**src/design/ispf_pkg.sv**
```systemverilog
`timescale 1ns / 1ps

package ispf_pkg;

    // Field widths of the item and configuration registers.
    localparam int KIND_W        = 2;
    localparam int FB_RAW_W      = 32;
    localparam int FB_LEN_W      = 3;
    localparam int BYTES_W       = 13;
    localparam int FRAMES_W      = 17;
    localparam int SRATE_W       = 20;
    localparam int DEPTH_W       = 6;
    localparam int CHANS_W       = 8;
    localparam int MAXPKT_W      = 16;
    localparam int CLASS_W       = 2;
    localparam int BPF_W         = 11;
    localparam int BASE_W        = 11;
    localparam int MULT_W        = 2;
    localparam int DIVISOR_W     = 13;
    localparam int FB_NATIVE     = 16;

    // APB port geometry.
    localparam int APB_ADDR_W    = 5;
    localparam int APB_DATA_W    = 32;

    // Item kinds.
    localparam logic [KIND_W-1:0] KIND_PACKET   = 2'd0;
    localparam logic [KIND_W-1:0] KIND_FEEDBACK = 2'd1;
    localparam logic [KIND_W-1:0] KIND_RESTART  = 2'd2;

    // Register indexes (word address).
    localparam logic [2:0] REG_SAMPLE_RATE   = 3'd0;
    localparam logic [2:0] REG_BIT_DEPTH     = 3'd1;
    localparam logic [2:0] REG_CHANNEL_COUNT = 3'd2;
    localparam logic [2:0] REG_HIGH_SPEED    = 3'd3;
    localparam logic [2:0] REG_MAX_PACKET    = 3'd4;
    localparam logic [2:0] REG_CLASS_VERSION = 3'd5;

    // Register reset values.
    localparam logic [SRATE_W-1:0]  RST_SAMPLE_RATE   = 20'd48000;
    localparam logic [DEPTH_W-1:0]  RST_BIT_DEPTH     = 6'd16;
    localparam logic [CHANS_W-1:0]  RST_CHANNEL_COUNT = 8'd2;
    localparam logic                RST_HIGH_SPEED    = 1'b0;
    localparam logic [MAXPKT_W-1:0] RST_MAX_PACKET    = 16'd192;
    localparam logic [CLASS_W-1:0]  RST_CLASS_VERSION = 2'd1;

    // Feedback format selection.
    localparam logic [CLASS_W-1:0]  CLASS_V2          = 2'd2;
    localparam logic [FB_LEN_W-1:0] FB_LEN_MIN        = 3'd3;
    localparam logic [FB_LEN_W-1:0] FB_LEN_FULL       = 3'd4;

    // Packets per second in full speed and high speed.
    localparam logic [DIVISOR_W-1:0] PKT_RATE_FULL    = 13'd1000;
    localparam logic [DIVISOR_W-1:0] PKT_RATE_HIGH    = 13'd8000;

    // Nominal rate: 1000 = 125 * 8 and 8000 = 1000 * 8. The odd factor 125
    // is removed by multiplying with its rounded-up reciprocal.
    localparam int                   DIV_ODD_W        = 7;
    localparam logic [DIV_ODD_W-1:0] DIV_ODD          = 7'd125;
    localparam int                   DIV_POW2         = 3;
    localparam int                   HS_SHIFT         = 3;
    localparam int                   RECIP_SHIFT      = SRATE_W + DIV_ODD_W;
    localparam logic [SRATE_W:0]     RECIP_RATE       = 21'd1073742;

    typedef struct packed {
        logic [KIND_W-1:0]   kind;
        logic [FB_RAW_W-1:0] feedback_raw;
        logic [FB_LEN_W-1:0] feedback_length;
    } in_item_t;

    typedef struct packed {
        logic [BYTES_W-1:0]  packet_bytes;
        logic [FRAMES_W-1:0] frame_count;
        logic                was_capped;
    } out_item_t;

    typedef struct packed {
        logic [SRATE_W-1:0]  sample_rate;
        logic [DEPTH_W-1:0]  bit_depth;
        logic [CHANS_W-1:0]  channel_count;
        logic                high_speed;
        logic [MAXPKT_W-1:0] max_packet_word;
        logic [CLASS_W-1:0]  class_version;
    } cfg_t;

    // Values derived from the configuration, registered from the configuration registers.
    typedef struct packed {
        logic [BPF_W-1:0]   bytes_per_frame;
        logic [BYTES_W-1:0] max_bytes;
    } derived_t;

endpackage

```
**src/design/iso_packet_size_from_feedback_core.sv**
```systemverilog
`timescale 1ns / 1ps

// Isochronous audio OUT packet sizer. Each packet request adds the frame rate
// per packet (the last feedback value, or the nominal sample_rate/1000 or
// sample_rate/8000 while no feedback is stored) to a fractional accumulator
// and returns the whole frames, the byte count capped at the effective max
// packet and a capped flag; feedback and restart items update the state and
// return nothing. One item is taken every cycle; a result passes through the
// input register and then the result register, and a packet request waiting
// behind a result that has not been taken holds s_ready low. The nominal rate
// comes from a three-stage reciprocal multiply that settles after reset and
// after every register write: s_ready stays low while the APB port is
// selected and while the nominal rate settles after each write or the end of
// reset, which sets the only other gap in the one-item-per-cycle rate.
module iso_packet_size_from_feedback_core
    import ispf_pkg::*;
#(
    parameter int FRACTION_BITS = 16
) (
    input  logic                  aclk,
    input  logic                  aresetn,
    input  logic                  s_valid,
    output logic                  s_ready,
    input  in_item_t              s_item,
    output logic                  m_valid,
    input  logic                  m_ready,
    output out_item_t             m_item,
    input  logic                  psel,
    input  logic                  penable,
    input  logic                  pwrite,
    input  logic [APB_ADDR_W-1:0] paddr,
    input  logic [APB_DATA_W-1:0] pwdata,
    output logic [APB_DATA_W-1:0] prdata,
    output logic                  pready
);

    cfg_t                       cfg;
    derived_t                   derived;
    logic                       cfg_write;
    logic [FRACTION_BITS+15:0]  nominal_rate;
    logic                       div_busy;
    logic                       hold;

    // Items wait while the port is in use or the nominal rate is settling.
    assign hold = div_busy || psel;

    ispf_cfg_regs u_cfg_regs (
        .aclk      (aclk),
        .aresetn   (aresetn),
        .psel      (psel),
        .penable   (penable),
        .pwrite    (pwrite),
        .paddr     (paddr),
        .pwdata    (pwdata),
        .prdata    (prdata),
        .pready    (pready),
        .cfg       (cfg),
        .derived   (derived),
        .cfg_write (cfg_write)
    );

    ispf_nominal_div #(
        .FRACTION_BITS (FRACTION_BITS)
    ) u_nominal_div (
        .aclk         (aclk),
        .aresetn      (aresetn),
        .cfg          (cfg),
        .cfg_write    (cfg_write),
        .nominal_rate (nominal_rate),
        .busy         (div_busy)
    );

    ispf_datapath #(
        .FRACTION_BITS (FRACTION_BITS)
    ) u_datapath (
        .aclk         (aclk),
        .aresetn      (aresetn),
        .s_valid      (s_valid),
        .s_ready      (s_ready),
        .s_item       (s_item),
        .m_valid      (m_valid),
        .m_ready      (m_ready),
        .m_item       (m_item),
        .cfg          (cfg),
        .derived      (derived),
        .nominal_rate (nominal_rate),
        .hold         (hold)
    );

endmodule

```
**src/design/ispf_cfg_regs.sv**
```systemverilog
`timescale 1ns / 1ps

module ispf_cfg_regs
    import ispf_pkg::*;
(
    input  logic                  aclk,
    input  logic                  aresetn,
    input  logic                  psel,
    input  logic                  penable,
    input  logic                  pwrite,
    input  logic [APB_ADDR_W-1:0] paddr,
    input  logic [APB_DATA_W-1:0] pwdata,
    output logic [APB_DATA_W-1:0] prdata,
    output logic                  pready,
    output cfg_t                  cfg,
    output derived_t              derived,
    output logic                  cfg_write
);

    cfg_t       cfg_reg;
    derived_t   derived_reg;
    derived_t   derived_next;
    logic [2:0] reg_index;

    assign pready    = 1'b1;
    assign reg_index = paddr[4:2];
    assign cfg_write = psel && penable && pwrite;

    // Register writes in the access phase.
    always_ff @(posedge aclk) begin
        if (!aresetn) begin
            cfg_reg.sample_rate     <= RST_SAMPLE_RATE;
            cfg_reg.bit_depth       <= RST_BIT_DEPTH;
            cfg_reg.channel_count   <= RST_CHANNEL_COUNT;
            cfg_reg.high_speed      <= RST_HIGH_SPEED;
            cfg_reg.max_packet_word <= RST_MAX_PACKET;
            cfg_reg.class_version   <= RST_CLASS_VERSION;
        end else if (cfg_write) begin
            case (reg_index)
                REG_SAMPLE_RATE:   cfg_reg.sample_rate     <= pwdata[SRATE_W-1:0];
                REG_BIT_DEPTH:     cfg_reg.bit_depth       <= pwdata[DEPTH_W-1:0];
                REG_CHANNEL_COUNT: cfg_reg.channel_count   <= pwdata[CHANS_W-1:0];
                REG_HIGH_SPEED:    cfg_reg.high_speed      <= pwdata[0];
                REG_MAX_PACKET:    cfg_reg.max_packet_word <= pwdata[MAXPKT_W-1:0];
                REG_CLASS_VERSION: cfg_reg.class_version   <= pwdata[CLASS_W-1:0];
                default: ;
            endcase
        end
    end

    // Read data multiplexer.
    always_comb begin
        prdata = '0;
        case (reg_index)
            REG_SAMPLE_RATE:   prdata = APB_DATA_W'(cfg_reg.sample_rate);
            REG_BIT_DEPTH:     prdata = APB_DATA_W'(cfg_reg.bit_depth);
            REG_CHANNEL_COUNT: prdata = APB_DATA_W'(cfg_reg.channel_count);
            REG_HIGH_SPEED:    prdata = APB_DATA_W'(cfg_reg.high_speed);
            REG_MAX_PACKET:    prdata = APB_DATA_W'(cfg_reg.max_packet_word);
            REG_CLASS_VERSION: prdata = APB_DATA_W'(cfg_reg.class_version);
            default:           prdata = '0;
        endcase
    end

    // Bytes per frame and the effective max packet, registered in the cycle after the registers.
    always_comb begin
        derived_next.bytes_per_frame = BPF_W'(cfg_reg.bit_depth[DEPTH_W-1:3])
                                       * BPF_W'(cfg_reg.channel_count);
        derived_next.max_bytes = BYTES_W'(cfg_reg.max_packet_word[BASE_W-1:0])
                                 * (BYTES_W'(cfg_reg.max_packet_word[BASE_W+MULT_W-1:BASE_W])
                                    + BYTES_W'(1));
    end

    always_ff @(posedge aclk) begin
        derived_reg <= derived_next;
    end

    assign cfg     = cfg_reg;
    assign derived = derived_reg;

endmodule

```
**src/design/ispf_nominal_div.sv**
```systemverilog
`timescale 1ns / 1ps

module ispf_nominal_div
    import ispf_pkg::*;
#(
    parameter int FRACTION_BITS = 16
) (
    input  logic                          aclk,
    input  logic                          aresetn,
    input  cfg_t                          cfg,
    input  logic                          cfg_write,
    output logic [FRACTION_BITS+15:0]     nominal_rate,
    output logic                          busy
);

    localparam int RATE_W     = FRACTION_BITS + FB_NATIVE;
    localparam int QUOT_W     = SRATE_W - DIV_ODD_W + 1;
    localparam int FPART_W    = FRACTION_BITS - DIV_POW2;
    localparam int NOM_W      = QUOT_W + FPART_W;
    localparam int QPROD_W    = 2 * SRATE_W + 1;
    localparam int RECIP_W    = FRACTION_BITS + 5;
    localparam int RECIP_K    = FPART_W + 2 * DIV_ODD_W;
    localparam int FRAC_SHIFT = 2 * DIV_ODD_W;
    localparam int FPROD_W    = DIV_ODD_W + RECIP_W;
    localparam logic [RECIP_W-1:0] FRAC_RECIP =
        RECIP_W'(((64'd1 << RECIP_K) + 64'(DIV_ODD) - 64'd1) / 64'(DIV_ODD));
    localparam int                  SETTLE_W      = 2;
    localparam logic [SETTLE_W-1:0] SETTLE_CYCLES = 2'd3;

    logic [QPROD_W-1:0]   q_prod;
    logic [QUOT_W-1:0]    quot_reg;
    logic [QUOT_W-1:0]    quot_keep_reg;
    logic [SRATE_W-1:0]   srate_reg;
    logic [SRATE_W-1:0]   rem_wide;
    logic [DIV_ODD_W-1:0] rem_reg;
    logic [FPROD_W-1:0]   f_prod;
    logic [FPART_W-1:0]   frac_part;
    logic [NOM_W-1:0]     nom_full;
    logic [RATE_W-1:0]    nominal_reg;
    logic [SETTLE_W-1:0]  settle_reg;

    // The rate is floor(sample_rate * 2^FRACTION_BITS / 1000). With
    // sample_rate = 125 * q + r this is q followed by FRACTION_BITS - 3
    // fraction bits that equal floor(r * 2^(FRACTION_BITS - 3) / 125).
    always_comb begin
        q_prod    = QPROD_W'(cfg.sample_rate) * QPROD_W'(RECIP_RATE);
        rem_wide  = srate_reg - SRATE_W'(quot_reg) * SRATE_W'(DIV_ODD);
        f_prod    = FPROD_W'(rem_reg) * FPROD_W'(FRAC_RECIP);
        frac_part = f_prod[FRAC_SHIFT+FPART_W-1:FRAC_SHIFT];
        nom_full  = {quot_keep_reg, frac_part};
    end

    // Three free-running stages: quotient, remainder, then the fraction bits.
    // High speed divides the full-speed rate by another 8.
    always_ff @(posedge aclk) begin
        quot_reg      <= q_prod[RECIP_SHIFT+QUOT_W-1:RECIP_SHIFT];
        srate_reg     <= cfg.sample_rate;
        rem_reg       <= rem_wide[DIV_ODD_W-1:0];
        quot_keep_reg <= quot_reg;
        nominal_reg   <= cfg.high_speed ? RATE_W'(nom_full >> HS_SHIFT) : RATE_W'(nom_full);
    end

    // Busy is held while the result settles after reset and after every register write.
    always_ff @(posedge aclk) begin
        if (!aresetn) begin
            settle_reg <= SETTLE_CYCLES;
        end else if (cfg_write) begin
            settle_reg <= SETTLE_CYCLES;
        end else if (settle_reg != '0) begin
            settle_reg <= settle_reg - SETTLE_W'(1);
        end
    end

    assign busy         = settle_reg != '0;
    assign nominal_rate = nominal_reg;

endmodule

```
**src/design/ispf_datapath.sv**
```systemverilog
`timescale 1ns / 1ps

module ispf_datapath
    import ispf_pkg::*;
#(
    parameter int FRACTION_BITS = 16
) (
    input  logic                      aclk,
    input  logic                      aresetn,
    input  logic                      s_valid,
    output logic                      s_ready,
    input  in_item_t                  s_item,
    output logic                      m_valid,
    input  logic                      m_ready,
    output out_item_t                 m_item,
    input  cfg_t                      cfg,
    input  derived_t                  derived,
    input  logic [FRACTION_BITS+15:0] nominal_rate,
    input  logic                      hold
);

    localparam int RATE_W = FRACTION_BITS + FB_NATIVE;
    localparam int WANT_W = FRAMES_W + BPF_W;

    logic                     in_valid_reg;
    in_item_t                 in_item_reg;
    logic                     out_valid_reg;
    out_item_t                out_item_reg;
    out_item_t                out_item_next;
    logic [FB_RAW_W-1:0]      feedback_rate_reg;
    logic [FB_RAW_W-1:0]      feedback_rate_next;
    logic [FRACTION_BITS-1:0] fraction_reg;
    logic [FRACTION_BITS-1:0] fraction_next;
    logic [RATE_W-1:0]        fb_rate;
    logic [RATE_W-1:0]        rate;
    logic [RATE_W:0]          sum;
    logic [FRAMES_W-1:0]      frames;
    logic [WANT_W-1:0]        want;
    logic                     capped;
    logic                     is_packet;
    logic                     advance;
    logic                     s_take;

    // Stored 16.16 rate brought to the accumulator's fraction width.
    if (FRACTION_BITS >= FB_NATIVE) begin : g_rate_up
        assign fb_rate = RATE_W'(feedback_rate_reg) << (FRACTION_BITS - FB_NATIVE);
    end else begin : g_rate_down
        assign fb_rate = RATE_W'(feedback_rate_reg >> (FB_NATIVE - FRACTION_BITS));
    end

    // Handshake: an item moves on unless it needs the result register and that is full.
    assign is_packet = in_item_reg.kind == KIND_PACKET;
    assign advance   = in_valid_reg && (!is_packet || !out_valid_reg || m_ready);
    assign s_ready   = !hold && (!in_valid_reg || advance);
    assign s_take    = s_valid && s_ready;

    // Accumulator step and byte count for a packet request.
    always_comb begin
        rate   = (feedback_rate_reg != '0) ? fb_rate : nominal_rate;
        sum    = {1'b0, rate} + (RATE_W + 1)'(fraction_reg);
        frames = sum[RATE_W:FRACTION_BITS];
        want   = WANT_W'(frames) * WANT_W'(derived.bytes_per_frame);
        capped = want > WANT_W'(derived.max_bytes);

        out_item_next.frame_count  = frames;
        out_item_next.was_capped   = capped;
        out_item_next.packet_bytes = capped ? derived.max_bytes : want[BYTES_W-1:0];
    end

    // State update for every kind of item.
    always_comb begin
        feedback_rate_next = feedback_rate_reg;
        fraction_next      = fraction_reg;
        case (in_item_reg.kind)
            KIND_PACKET: begin
                fraction_next = sum[FRACTION_BITS-1:0];
            end
            KIND_FEEDBACK: begin
                if (in_item_reg.feedback_length >= FB_LEN_FULL) begin
                    feedback_rate_next = in_item_reg.feedback_raw;
                end else if (in_item_reg.feedback_length == FB_LEN_MIN) begin
                    if (cfg.class_version == CLASS_V2) begin
                        feedback_rate_next = {8'd0, in_item_reg.feedback_raw[23:0]};
                    end else begin
                        feedback_rate_next = {6'd0, in_item_reg.feedback_raw[23:0], 2'b00};
                    end
                end
            end
            KIND_RESTART: begin
                feedback_rate_next = '0;
                fraction_next      = '0;
            end
            default: ;
        endcase
    end

    // Input register, state and result register.
    always_ff @(posedge aclk) begin
        if (!aresetn) begin
            in_valid_reg      <= 1'b0;
            out_valid_reg     <= 1'b0;
            feedback_rate_reg <= '0;
            fraction_reg      <= '0;
        end else begin
            if (s_take) begin
                in_valid_reg <= 1'b1;
            end else if (advance) begin
                in_valid_reg <= 1'b0;
            end

            if (advance && is_packet) begin
                out_valid_reg <= 1'b1;
            end else if (m_ready) begin
                out_valid_reg <= 1'b0;
            end

            if (advance) begin
                feedback_rate_reg <= feedback_rate_next;
                fraction_reg      <= fraction_next;
            end
        end
    end

    always_ff @(posedge aclk) begin
        if (s_take) begin
            in_item_reg <= s_item;
        end
        if (advance && is_packet) begin
            out_item_reg <= out_item_next;
        end
    end

    assign m_valid = out_valid_reg;
    assign m_item  = out_item_reg;

endmodule
```
**config.mk**
```make
export PLATFORM = sky130hd
export DESIGN_NAME = iso_packet_size_from_feedback_core
export DESIGN_NICKNAME = d
export VERILOG_FILES = /design/src/design/ispf_pkg.sv /design/src/design/iso_packet_size_from_feedback_core.sv /design/src/design/ispf_cfg_regs.sv /design/src/design/ispf_nominal_div.sv /design/src/design/ispf_datapath.sv
export SDC_FILE = /design/constraint.sdc
export NUM_CORES = 1
export LEC_CHECK = 0
export ABC_CLOCK_PERIOD_IN_PS = 11300
export BUFFER_PORTS_ARGS = -buffer_cell sky130_fd_sc_hd__buf_2
export CORE_ASPECT_RATIO = 0.8
export CORE_UTILIZATION = 57
export CTS_CLUSTER_DIAMETER = 120
export CTS_CLUSTER_SIZE = 30
export DETAILED_ROUTE_END_ITERATION = 8
export GPL_TIMING_DRIVEN = 1
export HOLD_SLACK_MARGIN = 0.03
export PLACE_DENSITY = 0.78
export SETUP_SLACK_MARGIN = 0.15
export SYNTH_ARGS = -nofsm -noshare
export SYNTH_HDL_FRONTEND = slang
export SYNTH_SLANG_ARGS = --single-unit
```
**constraint.sdc**
```tcl
create_clock -name aclk -period 11.3 [get_ports aclk]
set_clock_uncertainty 0.15 [all_clocks]
set_input_delay 0.565 -clock aclk [delete_from_list [all_inputs] [get_ports aclk]]
set_output_delay 0.565 -clock aclk [all_outputs]
set_load 0.02 [all_outputs]
```
* After elaboration in Yosys (flattened, before gate mapping) *
Index checks and enable logic that the tools add are counted.

word-level totals
  bits in registers = 266
  input bits = 81
  output and inout port bits = 66
  word-level logic and storage cells = 92

operators by class
  add/subtract/negate cells = 4
  multipliers = 6
  order comparisons = 2
  equal/unequal tests = 10
  multiplexer cells = 13
  bitwise operators = 1
  reductions and logical operators = 31

operators with widths
  operator                number
  $pmux 20 s6             1
  $mux 32                 3
  $pmux 32 s2             1
  $mul 20x20->40 const B  1
  $add 32x16->33          1
  $pmux 16 s2             1
  $reduce_bool 32->1      1
  $gt 28x13->1            1
  $mul 17x11->28          1
  $mul 7x20->26 const B   1
  $mux 26                 1
  $mux 24                 1
  $mul 14x7->7 const B    1
  $reduce_and 2->1        7
  $mul 11x13->13          1
  $mux 13                 1
  $mul 3x8->11            1
  $reduce_bool 2->1       5
  $eq 3x2->1 const B      3
  $sub 7x7->7             1
  $eq 3x3->1 const B      2
  $logic_and 1x1->1       6
  $eq 2x2->1 const B      2
  $logic_not 1->1         4
  other kinds (13)        19

* Longest topological paths before layout *
Gate-level depths: netlist of the first run.

  depth in word-level cells = 9
  gate-level depth with buffers = 47
  depth with buffers taken out = 42

* Hierarchy *
Synthesis of the first run repeated with hierarchy kept, for this count alone.

second synthesis, totals
  cells, all modules = 2832
  area, all modules = 26520.4 µm²

modules (own cells, without submodules)
  module                              instances  cells each  area an instance (µm²)  sequential area each (µm²)
  ispf_datapath                       1          1330        12450.7                 3042.9
  ispf_nominal_div                    1          953         9462.8                  1421.4
  ispf_cfg_regs                       1          548         4600.7                  1541.5
  iso_packet_size_from_feedback_core  1          1           6.3                     0.0

* Least setup slack after synthesis of the first run *
Ideal clock, no wire load.

  path kind = register -> register
  from = reg u_datapath.feedback_rate_reg[24], in the netlist u_datapath.fb_rate[24]
  to = reg u_datapath.out_item_reg, in the netlist u_datapath.m_item[22], data pin
  setup time = 262 ps
  arrival = 10108 ps
  data required time = 10888 ps
  slack = 780 ps
  stages on the path, launching flop included = 43
  period minus slack after synthesis = 10520 ps
  cell sequence = dfxtp_1 > nor4_1 > nand4_2 > nor2_1 > buf_2 > buf_1 > clkbuf_1 > a21o_1 > ha_1 > a211o_1 > a2111oi_1 > o31ai_1 > a21o_1 > o311ai_2 > nor2_1 > xnor2_1 > buf_2 > nand2_1 > [... 7 more ...] > inv_1 > fa_1 > inv_1 > ha_1 > a2111oi_0 > o21ai_1 > nand3_1 > nor2b_1 > ha_1 > and4_1 > a221o_1 > a211oi_1 > o2111ai_1 > nor4_1 > and4_1 > nand3_1 > buf_2 > mux2_1

RTL lines
  element                   line                  text
  start: declaration        ispf_datapath.sv:30   logic [FB_RAW_W-1:0] feedback_rate_reg;
  start signal: assignment  ispf_datapath.sv:118  feedback_rate_reg <= feedback_rate_next;
  end signal: assignment    ispf_datapath.sv:129  out_item_reg <= out_item_next;
  end: declaration          ispf_datapath.sv:28   out_item_t out_item_reg;

==> out/metrics.yaml, run 1 <==
routing:
  ant_nets: 0
  drc: 0
  routed_wl_mm: 59.56
  wire_per_inst_microns: 17.26
  firstDrtPassIters: 6
  viasPerCell: 5.588
  num_vias: 19279
  drt_iter0_drc: 1599
global_routing:
  antenna_found_initial: 0
  grt_pass1_wl_mm: 97.92
  grt_pass1_vias: 19453
  gr-total-overflow: 0
  track_usage: 0.2656
  grt_max_degree: 107
final_layout:
  n_antenna_cell: 0
  finalNetCount: 3542
  final_common_cell: "inv_1"
  area_delta_synth_final_pct: 6.743
  largest_register_ffs: 53
  layout_common_cells: "inv_1 (475), ha_1 (364), nand2_1 (300), fa_1 (255), dfxtp_1 (188)"
  post-route-util: 0.6174
  drive_gt1_frac: 0.07868
logic_synthesis:
  yosys.area.top_type_share: 0.1985
  syn-cell-area_sq_mm: 0.02572
  synth_cell_type_count: 73
  synthTopCellsByArea: "fa_1 (20%), ha_1 (18%), dfxtp_1 (15%)"
  synth.avg_cell_area_sq_um: 9.322
  synth_top_area_cell: "fa_1"
  ys_ff_latch: 266
  synth_edf_count: 68
  synthArstFlopShare: 0
  synthCells: 2759
  synth_flop_cell: "dfxtp_1"
  ys_seq_area_frac: 0.2335
  yosysWarningCount: 0
cts:
  numCtsBuffers: 13
  cts_buffer_depth: 3
  clock_sinks: 266
  clkLatencyLatePin_ns: 0.51
  h-tree-depth: 1
  cts-root-buf: "clkbuf_16"
  cts_tree: "yes"
  ctsHoldBuffers: 0
  clk_pin_slew_ns: 0.12
critical_path:
  r2r_start: "u_datapath.fb_rate[25]"
  crit_path_top_delay_cell: "fa_1"
  reg2reg_to: "u_datapath.m_item[21]"
  cp-start-kind: "register"
  cp_max_fo: 14
  critPathKind: "reg2reg"
  arrival_ns: 10.81
  r2r_slack_ns: 0.61
  critical_path.most_common_cell: "fa_1"
  end_kind: "register"
  r2r_cells: 42
  worst_ep_required_time_ns: 11.42
  cp_slowest_stage_delay_ns: 0.55
floorplanning:
  dieArea_sq_mm: 0.04598
  num_rows: 69
  die_w_microns: 239.5
  ios: 147
  start_util: 0.5784
  core_area_sq_mm: 0.04446
  die-height_microns: 192.0
power_and_ir_drop:
  p_leak_nw: 13.71
  powerDensity_mw_per_mm2: 154.9
  ir_drop_mv: 0.2014
worst_hold_path:
  hold_path_end: "u_datapath.in_item_reg[6]"
  hold_class: "in2reg"
  min_path_cells: 1
  worstHoldStart: "s_item[6]"
placement:
  dp_hpwl_mm: 47.27
  io_buffer_count: 119
  gp_congestion: 0.9613
timing:
  finalCritPeriodShare: 0.9464
  layout_min_cycle_time_ns: 10.69
  fmax_mhz: 93.50
  rsz0062_at_grt: "no"
  setup_tns_ns: 0
  setup_violations: 0
  worst_pin_slew_ns: 1.204
  hold_viol: 0
  slew_headroom: 0.1930
  timing_max_transition_violations_final: 0
job:
  max_cap_violations: 0
outcome:
  status: "finished clean"
-- worst max-delay path, delay by kind of cell (launching register included) --
family / cells / cell delay (ns)
xor gates and xnor gates: 2 / 0.47
buffers and inverters: 7 / 0.94
and+or+nand+nor: 10 / 1.27
muxes: 1 / 0.33
adders and majority gates: 9 / 3.72
DFF: 1 / 0.43
AOI/OAI and AO/OA: 13 / 3.13
-- cell type report --
class                      count  area [sq um]
multi-input combinational   1930         17640
fill                        3692         17010
sequential                   266          6018
inverter                     475          1783
timing repair buffer         155         865.8
tap                          603         754.5
clock buffer                  18         344.1
clock inverter                 3         48.80
-- repair_timing --
action,4_1_cts,5_1_grt
resized for setup,0,25
setup buffers,0,1
endpoints found under the hold margin,0,0
endpoints found under the setup margin,0,14
-- through the flow --
stage | area (sq um) | setup WS (ns) | std cells | power [mW] | hold WS, ns
floorplan | 25760 | 0.7796 | 2770 | 3.096 | 0.1596
global placement | 26960 | 0.4552 | 3428 | 3.555 | 0.1615
detailed placement | 26960 | 0.2176 | 3428 | 3.695 | 0.1621
CTS | 27350 | 0.1550 | 3449 | 4.270 | 0.06266
global route | 27450 | 0.1765 | 3450 | 4.672 | 0.05333
finish | 27450 | 0.6052 | 3450 | 4.254 | 0.07337
-- report_power, final --
group          total [mW]  internal (mW)  switching, mW
Sequential           1.19           1.10         0.0911
Clock               0.556          0.225          0.331
Combinational        2.51           1.13           1.38
Total                4.25           2.45           1.80
-- cell usage after synthesis, drive strengths merged, types with 12 or more instances --
| library cell | instances |
|---|---|
| nor3 | 43 |
| a21boi | 38 |
| o21ai | 62 |
| nand2b | 14 |
| and2 | 87 |
| fa | 255 |
| inv | 475 |
| nand4 | 13 |
| a22oi | 17 |
| ha | 365 |
| mux2 | 24 |
| nor4 | 13 |
| nand3 | 51 |
| a21o | 51 |
| mux2i | 64 |
| xor2 | 32 |
| xnor2 | 61 |
| nor2b | 85 |
| edfxtp | 68 |
| nor2 | 76 |
| o21bai | 12 |
| dfxtp | 198 |
| clkbuf | 65 |
| buf | 34 |
| a21oi | 132 |
| nand2 | 300 |
-- kinds of logic (layout without fill, tap and decap cells) --
| family | Yosys count | after routing | synth area share |
|---|---|---|---|
| AO/OA/AOI/OAI | 396 | 396 | 0.09896 |
| XOR/XNOR | 93 | 93 | 0.03196 |
| adder cells (fa/ha/maj) | 620 | 620 | 0.3761 |
| buffers and inverters | 574 | 651 | 0.08650 |
| flip-flops | 266 | 266 | 0.2335 |
| multiplexers | 89 | 89 | 0.03629 |
| other | 2 | 13 | 0.0002920 |
| AND/OR/NAND/NOR | 719 | 719 | 0.1364 |
-- how the worst max path moves through the flow --
stage / startpoint / endpoint / slack (ns) / cells after the start
floorplan: u_datapath.fb_rate[24] / u_datapath.m_item[22] / 0.78 / 42
global placement: u_datapath.fb_rate[20] / u_datapath.m_item[26] / 0.46 / 39
detailed placement: u_datapath.fb_rate[16] / u_datapath.m_item[21] / 0.22 / 39
CTS: u_datapath.fb_rate[16] / u_datapath.m_item[21] / 0.15 / 39
global route: u_datapath.fb_rate[27] / u_datapath.m_item[21] / 0.18 / 42
finish: u_datapath.fb_rate[25] / u_datapath.m_item[21] / 0.61 / 42
-- routing by layer --
metal,up-vias,share of wire,global-route usage
met3,75,0.080,0.05059
li1,9166,-,-
met4,0,0.016,0.04931
met2,690,0.44,0.4193
met5,-,0,0
met1,9348,0.47,0.3812
No activity file was read; power rests on OpenSTA's default activity.
==> run 2, diff against run 1 <==
--- a/config.mk
+++ b/config.mk
@@ -7,6 +7,6 @@
 export LEC_CHECK = 0
-export ABC_CLOCK_PERIOD_IN_PS = 11300
+export ABC_CLOCK_PERIOD_IN_PS = 8700
 export BUFFER_PORTS_ARGS = -buffer_cell sky130_fd_sc_hd__buf_2
 export CORE_ASPECT_RATIO = 0.8
-export CORE_UTILIZATION = 57
+export CORE_UTILIZATION = 58
 export CTS_CLUSTER_DIAMETER = 120
@@ -16,3 +16,3 @@
 export HOLD_SLACK_MARGIN = 0.03
-export PLACE_DENSITY = 0.78
+export PLACE_DENSITY = 0.79
 export SETUP_SLACK_MARGIN = 0.15
@@ -20,2 +20,3 @@
 export SYNTH_HDL_FRONTEND = slang
+export SYNTH_HIERARCHICAL = 1
 export SYNTH_SLANG_ARGS = --single-unit
==> constraint.sdc (replaced) <==
create_clock -name aclk -period 8.7 [get_ports aclk]
set_clock_uncertainty 0.15 [all_clocks]
set_input_delay 1.74 -clock aclk [delete_from_list [all_inputs] [get_ports aclk]]
set_output_delay 1.74 -clock aclk [all_outputs]
set_load 0.02 [all_outputs]
==> run 2 against run 1 <==
  * The flow now finishes with violations (setup timing)
  * Die area increased by 1.3%
  * Cell area increased by 11%
  * Via count increased by 9.8%
  * Critical path depth decreased by 2
  * Utilization increased by 6.2 points
  * Wire length increased by 13%
  * Sequential share of layout area decreased by 2.1 points
  * Final cell count increased by 7.9%
  * Critical path type unchanged
==> out/metrics.yaml, run 2 <==
outcome:
  status: "finished, violations left"
  violations: "setup timing"
critical_path:
  critPathKind: "reg2reg"
  end_kind: "register"
  cp-start-kind: "register"
  cp_slowest_stage_delay_ns: 0.56
  cp_max_fo: 6
  r2r_start: "u_datapath/fb_rate[3]"
  arrival_ns: 9.69
  critical_path.most_common_cell: "buf_4"
  crit_path_top_delay_cell: "fa_1"
  worst_ep_required_time_ns: 8.83
  startpoint: "u_datapath/fb_rate[3]"
floorplanning:
  die_w_microns: 241.1
  dieArea_sq_mm: 0.04659
  ios: 147
  core_area_sq_mm: 0.04472
  die-height_microns: 193.3
  start_util: 0.5930
  num_rows: 69
final_layout:
  post-route-util: 0.6795
  fill_cells: 3422
  area_delta_synth_final_pct: 14.57
  design_area_sq_mm: 0.03039
  finalNetCount: 3818
  largest_register_ffs: 53
  n_antenna_cell: 0
  instances_no_fill: 3723
  final_common_cell: "inv_1"
  layout_common_cells: "inv_1 (435), ha_1 (357), nand2_1 (298), fa_1 (249), buf_4 (231)"
  drive_gt1_frac: 0.1763
global_routing:
  antenna_found_initial: 1
  grt_pass1_vias: 21727
  track_usage: 0.2887
  grt_pass1_wl_mm: 109.2
  grt_max_degree: 107
  gr-total-overflow: 0
timing:
  setup_slack_ns: -0.8675
  setup_tns_ns: -11.53
  finalCritPeriodShare: 1.100
  layout_min_cycle_time_ns: 9.567
  hold_viol: 0
  setup_violations: 14
  hold_ws_ns: 0.1712
  fmax_mhz: 104.5
  slew_headroom: 0.2971
  timing_max_transition_violations_final: 0
  worst_pin_slew_ns: 1.054
  rsz0062_at_grt: "yes"
cts:
  cts_tree: "yes"
  cts-root-buf: "clkbuf_16"
  clkLatencyLatePin_ns: 0.52
  clock_sinks: 266
  h-tree-depth: 1
  numCtsBuffers: 13
  ctsHoldBuffers: 0
  cts_buffer_depth: 3
  clk_pin_slew_ns: 0.12
logic_synthesis:
  synth_commonest_cells: "inv_1 (436), ha_1 (368), nand2_1 (308), fa_1 (255), dfxtp_1 (198)"
  ys_ff_latch: 266
  ys_seq_area_frac: 0.2265
  synth_top_area_cell: "fa_1"
  syn-cell-area_sq_mm: 0.02652
  synth_edf_count: 68
  synth_cell_type_count: 97
  synthTopCellsByArea: "fa_1 (19%), ha_1 (17%), dfxtp_1 (15%)"
  yosysWarningCount: 6
  synthArstFlopShare: 0
  synthMostInstantiatedCell: "inv_1"
  synthCells: 2832
  synth.avg_cell_area_sq_um: 9.365
  yosys.area.top_type_share: 0.1925
  synth_flop_cell: "dfxtp_1"
worst_hold_path:
  worstHoldStart: "u_nominal_div/quot_reg[13]"
  hold_class: "reg2reg"
routing:
  firstDrtPassIters: 9
  drc: 0
  wire_per_inst_microns: 18.05
  drt_iter0_drc: 1661
  ant_nets: 0
  routed_wl_mm: 67.22
  num_vias: 21168
  viasPerCell: 5.686
job:
  max_cap_violations: 0
placement:
  place_inst: 3673
  dp_hpwl_mm: 52.09
  gp_congestion: 0.9429
  detailed_place.area_sq_mm: 0.02928
  io_buffer_count: 119
power_and_ir_drop:
  powerDensity_mw_per_mm2: 199.6
  ir_drop_mv: 0.3563
  p_leak_nw: 14.96
[run 2: cell types whose count changed in the layout (fill, tap and decap cells not counted), moves of 11 or more]
cell	delta
a21oi_1	-14
a21o_1	+14
nor3_1	+11
mux2i_1	-13
nand2_2	+11
nor2b_1	-21
a21boi_1	+12
mux2_1	-12
and2_1	+13
buf_4	+195
inv_1	-40
xor2_1	-15
o21ai_0	-22
[run 2: report_power, final]
group | switching [mW] | total [mW] | internal, mW
registers | 0.121 | 1.54 | 1.42
logic | 2.05 | 3.79 | 1.74
clock network | 0.439 | 0.736 | 0.297
[run 2: worst paths after layout]
path	to	slack [ns]	cells past startpoint
max reg2reg	u_datapath/m_item[29]	-0.87	40
min reg2reg	u_nominal_div/quot_keep_reg[13]	0.17	0
max	u_datapath/m_item[29]	-0.87	40
min	u_nominal_div/quot_keep_reg[13]	0.17	0
[run 2: area by class of cell]
cell class	count	area, sq um	share of cell area
Sequential cell	266	6012	0.1979
Multi-Input combinational cell	2032	19020	0.6259
Timing Repair Buffer	365	2572	0.08466
Clock inverter	3	48.80	0.001606
Inverter	436	1637	0.05386
Tap cell	603	754.5	0.02483
Clock buffer	18	344.1	0.01132
[run 2: kinds of logic (layout without fill, tap and decap cells)]
family | after synthesis | in the layout | synth area share
buf+inv | 549 | 822 | 0.08327
flops | 266 | 266 | 0.2265
simple gates | 768 | 768 | 0.1444
other cells | 3 | 18 | 0.0004246
xor+xnor | 85 | 85 | 0.02859
compound gates | 457 | 457 | 0.1188
mux | 81 | 81 | 0.03199
fa+ha+maj | 623 | 623 | 0.3661
[run 2: stage by stage]
stage | worst slack, ns | total power [mW]
global route | -1.224 | 6.601
floorplan | -0.4599 | 4.225
detailed placement | -1.177 | 5.193
finish | -0.8675 | 6.066
global placement | -1.041 | 5.019
CTS | -0.6854 | 5.960
[run 2: what timing repair did]
item                                    CTS  global route
resized for setup                        24            63
setup buffers                             8            18
hold endpoints to repair                  0             0
pin swaps                                17            44
cloned                                    0             3
endpoints found under the setup margin   14            14
[run 2: worst max-delay path: cells and delay by family, from the launching register on]
family | cells | cell delay, ns
xor+xnor | 2 | 0.42
buf+inv | 11 | 1.46
mux | 1 | 0.30
fa+ha+maj | 8 | 3.08
flops | 1 | 0.35
compound gates | 9 | 1.58
simple gates | 9 | 1.94
[run 2: per-layer routing]
metal,vias to the layer above,part of all wire,track usage
li1,9969,-,-
met1,10302,0.46,0.4245
met2,806,0.45,0.4529
met3,89,0.075,0.04252
met4,2,0.016,0.05438
met5,-,0.00019,0
==> run 3, diff against run 2 <==
- BUFFER_PORTS_ARGS: -buffer_cell sky130_fd_sc_hd__buf_2 -> -buffer_cell sky130_fd_sc_hd__clkbuf_2
==> run 3 against run 2 <==
  * The flow still finishes with violations (setup timing)
  * Global-route usage increased by 0.61 points
  * Worst hold slack about the same
  * Critical endpoint is now u_datapath/m_item[20]
  * Final cell count increased by 0.56%
  * Largest power group unchanged
  * Die area unchanged
  * Wire length increased by 2.0%
  * Combinational power increased by 2%
  * Clock power decreased by 1%
  * Clock-buffer cell count decreased by 1
  * Via count increased by 1.9%
==> out/metrics.yaml, run 3 (synthesis results as in run 2) <==
cts:
  clkLatencyLatePin_ns: 0.53
  cts_tree: "yes"
  h-tree-depth: 1
  numCtsBuffers: 13
  clock_sinks: 266
  cts-root-buf: "clkbuf_16"
  clk_pin_slew_ns: 0.12
  cts_buffer_depth: 3
global_routing:
  grt_pass1_vias: 21974
  gr-total-overflow: 0
  antenna_found_initial: 1
  grt_max_degree: 107
  grt_pass1_wl_mm: 111.1
  track_usage: 0.2948
timing:
  timing_max_transition_violations_final: 0
  setup_violations: 14
  worst_pin_slew_ns: 1.043
  slew_headroom: 0.3036
  finalCritPeriodShare: 1.112
  fmax_mhz: 103.4
  layout_min_cycle_time_ns: 9.672
  setup_tns_ns: -12.90
  rsz0062_at_grt: "yes"
  hold_ws_ns: 0.1714
  setup_slack_ns: -0.9725
  hold_viol: 0
routing:
  wire_per_inst_microns: 18.32
  routed_wl_mm: 68.57
  num_vias: 21571
  drc: 0
  drt_iter0_drc: 1771
  viasPerCell: 5.761
  ant_nets: 0
  firstDrtPassIters: 9
critical_path:
  critical_path.most_common_cell: "buf_4"
  cp_slowest_stage_delay_ns: 0.56
  critPathKind: "reg2reg"
  cp-start-kind: "register"
  end_kind: "register"
  arrival_ns: 9.80
  worst_ep_required_time_ns: 8.82
  cp_max_fo: 7
  crit_path_top_delay_cell: "fa_1"
power_and_ir_drop:
  ir_drop_mv: 0.3380
  total_power_mw: 6.136
  powerDensity_mw_per_mm2: 199.7
  p_leak_nw: 15.10
final_layout:
  n_antenna_cell: 0
  final_common_cell: "inv_1"
  instances_no_fill: 3744
  fill_cells: 3373
  area_delta_synth_final_pct: 15.84
  multiInputGateArea_sq_mm: 0.01919
  layout_common_cells: "inv_1 (428), ha_1 (353), nand2_1 (295), buf_4 (247), fa_1 (245)"
  drive_gt1_frac: 0.1901
  design_area_sq_mm: 0.03072
  largest_register_ffs: 53
  seq_area_sq_mm: 0.006015
  finalNetCount: 3840
  post-route-util: 0.6870
outcome:
  status: "finished, violations left"
  violations: "setup timing"
placement:
  io_buffer_count: 119
  place_inst: 3674
  pre_cts_ws_ns: -1.127
  dp_hpwl_mm: 52.18
  gp_congestion: 0.9780
  detailed_place.area_sq_mm: 0.02927
job:
  max_cap_violations: 0
floorplanning:
  core_area_sq_mm: 0.04472
  num_rows: 69
  start_util: 0.5930
  die_w_microns: 241.1
  dieArea_sq_mm: 0.04659
  die-height_microns: 193.3
  ios: 147
worst_hold_path:
  hold_class: "reg2reg"
==> run 3: cell types whose count changed in the layout (fill, tap and decap cells not counted), moves of 3 or more <==
cell and delta:
a21oi_2 +3, ha_1 -4, inv_1 -7, buf_2 -119
nand2_1 -3, inv_2 +7, buf_6 +8, ha_4 +5
buf_4 +16, fa_1 -4, clkbuf_2 +119, fa_2 +4
==> run 3: layer usage <==
layer  track usage  wire length [microns]  vias to the layer above
met1        0.4239                  30330                    10428
met4       0.06493                   1539                        0
met3       0.04709                   5996                      120
li1              -                      -                    10011
met5             0                      0                        -
met2        0.4664                  30710                     1012
==> run 3: power by group <==
part           switching (mW)  internal, mW
combinational            2.12          1.76
sequential              0.114          1.42
clock                   0.434         0.294
total                    2.67          3.47
==> run 3: critical path, delay by kind of cell, from the launching register on <==
kind / cells / cell delay (ns)
AO/OA/AOI/OAI: 10 / 1.93
multiplexers: 1 / 0.34
AND/OR/NAND/NOR: 10 / 1.89
adder cells (fa/ha/maj): 8 / 3.03
flip-flops: 1 / 0.38
buffers and inverters: 11 / 1.42
XOR/XNOR: 2 / 0.27
==> run 3: area by class of cell <==
cell class | count | area share
multi-input combinational | 2032 | 0.6247
tap | 603 | 0.02456
sequential | 266 | 0.1958
inverter | 436 | 0.05327
timing repair buffer | 387 | 0.08919
clock buffer | 17 | 0.01108
clock inverter | 3 | 0.001466
==> run 3: worst paths after layout <==
path	start	end	slack [ns]	cells after the start
worst min-delay path	u_nominal_div/quot_reg[13]	u_nominal_div/quot_keep_reg[13]	0.17	0
worst max-delay path	u_datapath/fb_rate[7]	u_datapath/m_item[20]	-0.97	42
worst min register to register	u_nominal_div/quot_reg[13]	u_nominal_div/quot_keep_reg[13]	0.17	0
worst max register to register	u_datapath/fb_rate[7]	u_datapath/m_item[20]	-0.97	42
==> run 3: timing repair <==
action | CTS | global route
cloned | 2 | 0
pin swaps | 49 | 58
hold buffers | 0 | 0
setup buffers | 33 | 15
setup endpoints to repair | 14 | 14
resized for setup | 93 | 38
